`config.mk`:
```
export PLATFORM = sky130hd
export DESIGN_NAME = sgi_fifo
export DESIGN_NICKNAME = d
export VERILOG_FILES = /design/src/sv/sgi_pkg.sv /design/src/sv/sgi_fifo.sv
export SDC_FILE = /design/constraint.sdc
export NUM_CORES = 1
export LEC_CHECK = 0
export CAP_MARGIN = 20
export CORE_UTILIZATION = 38
export DETAILED_ROUTE_END_ITERATION = 10
export DONT_BUFFER_PORTS = 1
export REMOVE_ABC_BUFFERS = 1
export SLEW_MARGIN = 10
export SYNTH_ARGS = -nofsm -noshare
export SYNTH_HDL_FRONTEND = slang
export SYNTH_SLANG_ARGS = --single-unit
export TNS_END_PERCENT = 100
```
`constraint.sdc`:
```
create_clock -name clk -period 1.8 [get_ports clk]
set_input_delay 0 -clock clk [delete_from_list [all_inputs] [get_ports clk]]
set_output_delay 0 -clock clk [all_outputs]
set_load 0.05 [all_outputs]
```
`src/sv/sgi_pkg.sv`:
```
// Shared types and constants for the segment intersection block.
// No dependencies; imported by the queue, the front and back ends and the top level.
`default_nettype none

package sgi_pkg;

  // Entries of the queue between the classify front end and the point back end
  localparam int FIFO_DEPTH = 4;

  // Queue status seen by the producer and the consumer
  typedef struct packed {
    logic full;
    logic empty;
  } fifo_stat_t;

endpackage

`default_nettype wire

```
`src/sv/sgi_fifo.sv`:
```
// Short queue that decouples the classify front end from the point back end.
// Depends on sgi_pkg for the depth and the status struct.
`default_nettype none

module sgi_fifo
  import sgi_pkg::*;
#(
  parameter int DW = 8
) (
  input  logic          clk,
  input  logic          rst_n,
  input  logic          push,
  input  logic [DW-1:0] wdata,
  input  logic          pop,
  output logic [DW-1:0] rdata,
  output fifo_stat_t    stat
);

  localparam int AW = $clog2(FIFO_DEPTH);

  logic [DW-1:0] mem_r [FIFO_DEPTH];
  logic [AW-1:0] wp_r, wp_nxt;
  logic [AW-1:0] rp_r, rp_nxt;
  logic [AW:0]   cnt_r, cnt_nxt;

  // Update pointers and fill count
  always_comb begin
    wp_nxt  = push ? wp_r + AW'(1) : wp_r;
    rp_nxt  = pop  ? rp_r + AW'(1) : rp_r;
    cnt_nxt = cnt_r + (AW+1)'(push) - (AW+1)'(pop);
  end

  always_ff @(posedge clk) begin
    if (!rst_n) begin
      wp_r  <= '0;
      rp_r  <= '0;
      cnt_r <= '0;
    end else begin
      wp_r  <= wp_nxt;
      rp_r  <= rp_nxt;
      cnt_r <= cnt_nxt;
    end
  end

  // Store entries
  always_ff @(posedge clk) begin
    if (push) begin
      mem_r[wp_r] <= wdata;
    end
  end

  assign rdata      = mem_r[rp_r];
  assign stat.full  = (cnt_r == (AW+1)'(FIFO_DEPTH));
  assign stat.empty = (cnt_r == '0);

  a_cnt_range: assert property (@(posedge clk) disable iff (!rst_n)
    cnt_r <= (AW+1)'(FIFO_DEPTH))
    else $error("queue count beyond depth");
  a_no_overflow: assert property (@(posedge clk) disable iff (!rst_n)
    push |-> !stat.full)
    else $error("push into full queue");
  a_no_underflow: assert property (@(posedge clk) disable iff (!rst_n)
    pop |-> !stat.empty)
    else $error("pop from empty queue");
  a_cnt_step: assert property (@(posedge clk) disable iff (!rst_n)
    (push && !pop) |=> cnt_r == $past(cnt_r) + (AW+1)'(1))
    else $error("queue count did not advance on push");

endmodule

`default_nettype wire

```
======== Word-level counts from Yosys, hierarchy flattened ========
Memory sizes are Yosys's and may differ from the RTL's. A register that Yosys moved wholly into a read port is not among the register bits.
Index checks and enable logic that the tools add are counted.
storage, ports and cells
  flip-flop bits (word level) ............. 7
  latch bits .............................. 0
  memory bits (writable) .................. 32
  memory bits (read-only) ................. 0
  output and inout port bits .............. 10
  memories ................................ 1
cells by class
  add/sub/neg operators ................... 4
  multiply operators ...................... 0
  div/mod/pow operators ................... 0
  order comparisons ....................... 0
  eq/ne operators ......................... 1
  shift operators ......................... 0
  mux-type cells .......................... 4
  bitwise logic cells ..................... 0
  reductions and logical operators ........ 1
memories
  name   words  bits a word  rd ports  clocked after memory_dff  wr ports  RTL line        source
  mem_r  4      8            1         1                         1         sgi_fifo.sv:21  logic [DW-1:0] mem_r [FIFO_DEPTH];
operators with widths
  kind                                                            number
  2-bit by 1-bit adder with 2-bit output (second input constant)  2
  2-bit two-way mux                                               2
  3-bit by 1-bit adder with 3-bit output                          1
  3-bit == test (second input constant)                           1
  3-bit zero test                                                 1
  3-bit by 1-bit subtractor with 3-bit output                     1
  1-bit two-way mux                                               2

======== Depth between registers and ports, before layout ========
  depth in word-level cells ............... 3
  gate-level depth with buffers ........... 7

======== Worst setup path after synthesis ========
Ideal clock, no wire load.
  path type ............................... reg2reg
  start ................................... register cnt_r[0]
  end ..................................... register cnt_r[2]
  arrival ................................. 1.554 ns
  data required time ...................... 1.683 ns
  path slack .............................. 0.129 ns
  cell stages (with the launch flop) ...... 8
  buffers on the path ..................... 0
  path through ............................ dfxtp_1 > inv_1 > ha_1 > inv_1 > ha_1 > fa_1 > xor3_1 > nor2_1
between the ends
  cells in the longest elaborated chain, start to end .. 2
ends and longest elaborated chain
  what                                         RTL line        source
  start: declaration                           sgi_fifo.sv:24  logic [AW:0] cnt_r, cnt_nxt;
  start signal: assignment                     sgi_fifo.sv:41  cnt_r <= cnt_nxt;
  3-bit by 1-bit adder with 3-bit output       sgi_fifo.sv:30  cnt_nxt = cnt_r + (AW+1)'(push) - (AW+1)'(pop);
  3-bit by 1-bit subtractor with 3-bit output  sgi_fifo.sv:30
No other way between the ends.
A chain may end at the register's enable or synchronous reset.

======== Final worst setup path ========
Same ends and word-level chain as after synthesis.

==> out/summary.txt <==
Max_cap viols - 0
Startpoint class of the critical path - flop
# rows - 23
Met1 WL - 986 um
YS warnings - 0
Routed vias - 740
Die Ht - 66.90 um
Count leader, synth - edfxtp_1
Drt first pass iters - 4
Clock root buffer - clkbuf_8
Area share of and/or/nand/nor cells after synthesis - 4.691%
Worst endpoint required time - 1.98 ns
CTS tree - yes
Drt wl/cell - 15.36 um
Clock latency at the later pin of the worst-skew pair - 0.28 ns
Sink Count - 41
Final TNS setup - 0 ns
WP data arrival - 1.76 ns
Initial detailed-routing violation count - 30
P_sw - 598.6 uW
DRT Wirelength - 2366 um
Crit-path slowest cell - fa_1
EDFF count, synth - 32
Post-CTS Setup Bufs - 0
Largest net degree at the start of global routing - 14
Num CTS Buffers - 5
RSZ-0062 raised after global routing - false
I/O Pins - 22
Top cells by area, synth - edfxtp_1 60%, dfxtp_1 11%, mux4_2 11%
Die Wd - 66.90 um
Type of the worst setup path - reg -> reg
Status - finished, final reports clean
Vias per Instance - 4.805
Core area - 4029 um^2
Sequential area share after synthesis - 71.31%
CP Capture Type - flop
Commonest cells in the netlist - 32 x edfxtp_1, 9 x dfxtp_1, 8 x mux4_2, 7 x inv_1
Finished Core Util - 46.99%
Reg power frac - 49.0%
Post-synth top area share - 60.05%
Multiplexer share of the synthesized area - 11.88%
Clock Pin Slew Worst Setup and Hold Paths - 0.08 ns
Worst hold path type - in -> reg
Synthesis-to-layout area growth - 18.30%
Ant diodes - 0
Fmax - 631.0 MHz
Max VDD drop - 0.5493 mV
Static Leakage - 0.0006651 uW
Compound-gate portion of the synthesized area - 0.9382%
XOR/XNOR share of the synthesized area - 2.580%
CP top delay family - adder cells
Met3 wire length - 144 um
Crit-path max cell delay - 0.38 ns
Async SR Flop Fraction - 0%
First-pass GRT wire length - 3746 um
Synth Register Bits - 41
Sw frac - 26.16%
Initial antenna violation count - 0
H-tree depth - 2
Share of layout cells above drive strength 1 - 19.23%
Cell-internal power - 1690 uW
Fin. Hold Viols - 0
Overall Global Routing Usage - 12.39%
Crit share post-route - 88.04%
Clock share of power - 32.9%
Gp weighted congestion - 0.6279
Maximum clock path buffer count - 2
Yosys top cell by area - edfxtp_1
Die area - 4475 um^2
Number of antenna-violating nets in the routed design - 0
Vias in the first global route - 790
Residual DRC - 0
Count of final setup violators - 0
Port buffer count - 0
Syn Area/Cell - 18.83 um^2
Worst-path maximum fanout - 2
Total congestion overflow - 0
Mapped cell area - 1600 um^2
Worst Tran Pin Value - 0.4916 ns
DR top layer - met4
Ys flop type - edfxtp_1
Net count reported at finish - 122
CP bufs+invs - 2
Dpl hpwl - 1574 um
Unique masters post-synth - 18
Cells along the critical path - inv_1 -> ha_1 -> inv_1 -> ha_1 -> fa_1 -> xor3_1 -> nor2_1
Power Density - 1209 nW/um^2
Comb pwr share - 18.0%
Starting Density - 39.72%
Combinational family with the most area after synthesis - multiplexers
Crit path time final - 1.585 ns
Slew HR - 67.34%
Cell count after synthesis - 85
Final max-slew violation count - 0
Routed met2 length - 1216 um
Worst Skew - 0.004271 ns
Post-synthesis adder-cell area fraction - 5.942%
-- layout by cell type (no fill, tap or decap) --
cell type and n:
nand3b_1 1, a21oi_1 1, inv_1 7, xnor2_1 2, a21bo_2 1, dfxtp_2 1
ha_1 6, nor3_1 1, nor2_1 5, fa_1 1, and3_1 1, clkinvlp_4 1
dlygate4sd3_1 11, mux4_2 8, mux2i_1 1, bufinv_16 1, edfxtp_1 32, xor3_1 1
clkbuf_8 6, buf_4 2, and2_1 6, dfxtp_1 8
-- kinds of logic (layout without fill, tap and decap cells) --
logic type,count (synthesis),in the layout
multiplexers,9,9
adder cells (fa/ha/maj),7,7
AO/OA/AOI/OAI,2,2
buffers and inverters,9,28
XOR/XNOR,3,3
AND/OR/NAND/NOR,14,14
flip-flops,41,41
-- metal layers --
layer | GRT usage [%] | vias to the layer above
met5 | 0 | -
met2 | 20.45 | 20
met4 | 5.585 | 0
li1 | - | 349
met1 | 13.60 | 369
met3 | 5.479 | 2
-- flip-flops by register name, summed over array words and instances (netlist names), named ones only --
register / flops
cnt_r: 3
rp_r: 2
wp_r: 2
mem_r: 32
-- layout make-up --
class	instances	area, um^2
Sequential cell	41	1142
Clock buffer	6	82.58
Inverter	7	26.28
Clock inverter	2	37.54
Multi-Input combinational cell	35	416.7
Fill cell	357	2136
Timing Repair Buffer	13	125.1
Tap cell	50	62.56
-- power groups by stage --
stage	Sequential (uW)	Clock (uW)	Combinational, uW
final	1120	754	413
after global routing	1130	808	445
after CTS	1120	766	413
after detailed placement	1150	0	386
after global placement	1140	0	373
after floorplan	1140	0	321
-- worst paths after layout --
kind,startpoint,end,slack (ns),depth (start not counted)
setup / recovery,cnt_r[0],cnt_r[2],0.22,7
hold / removal,push,mem_r[3][2],0.19,1
setup reg to reg,cnt_r[0],cnt_r[2],0.22,7
hold reg to reg,rp_r[0],rp_r[1],0.54,2
-- stage by stage --
step           hold WS [ns]  area, um^2  power, uW  setup WS [ns]  cells
2_1_floorplan       0.09887        1584       1463         0.1289     83
3_3_place_gp        0.09904        1662       1512         0.1151    135
3_5_place_dp        0.09902        1662       1531        0.02047    135
4_1_cts              0.2012        1892       2303        0.03484    154
5_1_grt              0.1967        1893       2381         0.1470    154
6_report             0.1921        1893       2289         0.2152    154
-- timing repair --
item                                   CTS  global route
hold buffers                            11             0
resized for setup                        0             1
endpoints found under the hold margin   41             0
setup endpoints to repair                0             1
-- worst register-to-register path, cell delays in order (launching register included) --
cell and delay, ns:
dfxtp_2 0.33, inv_1 0.05, ha_1 0.26, inv_1 0.04, ha_1 0.19, fa_1 0.38, xor3_1 0.20, nor2_1 0.04
Note: power is estimated with default switching activity, not from simulation.
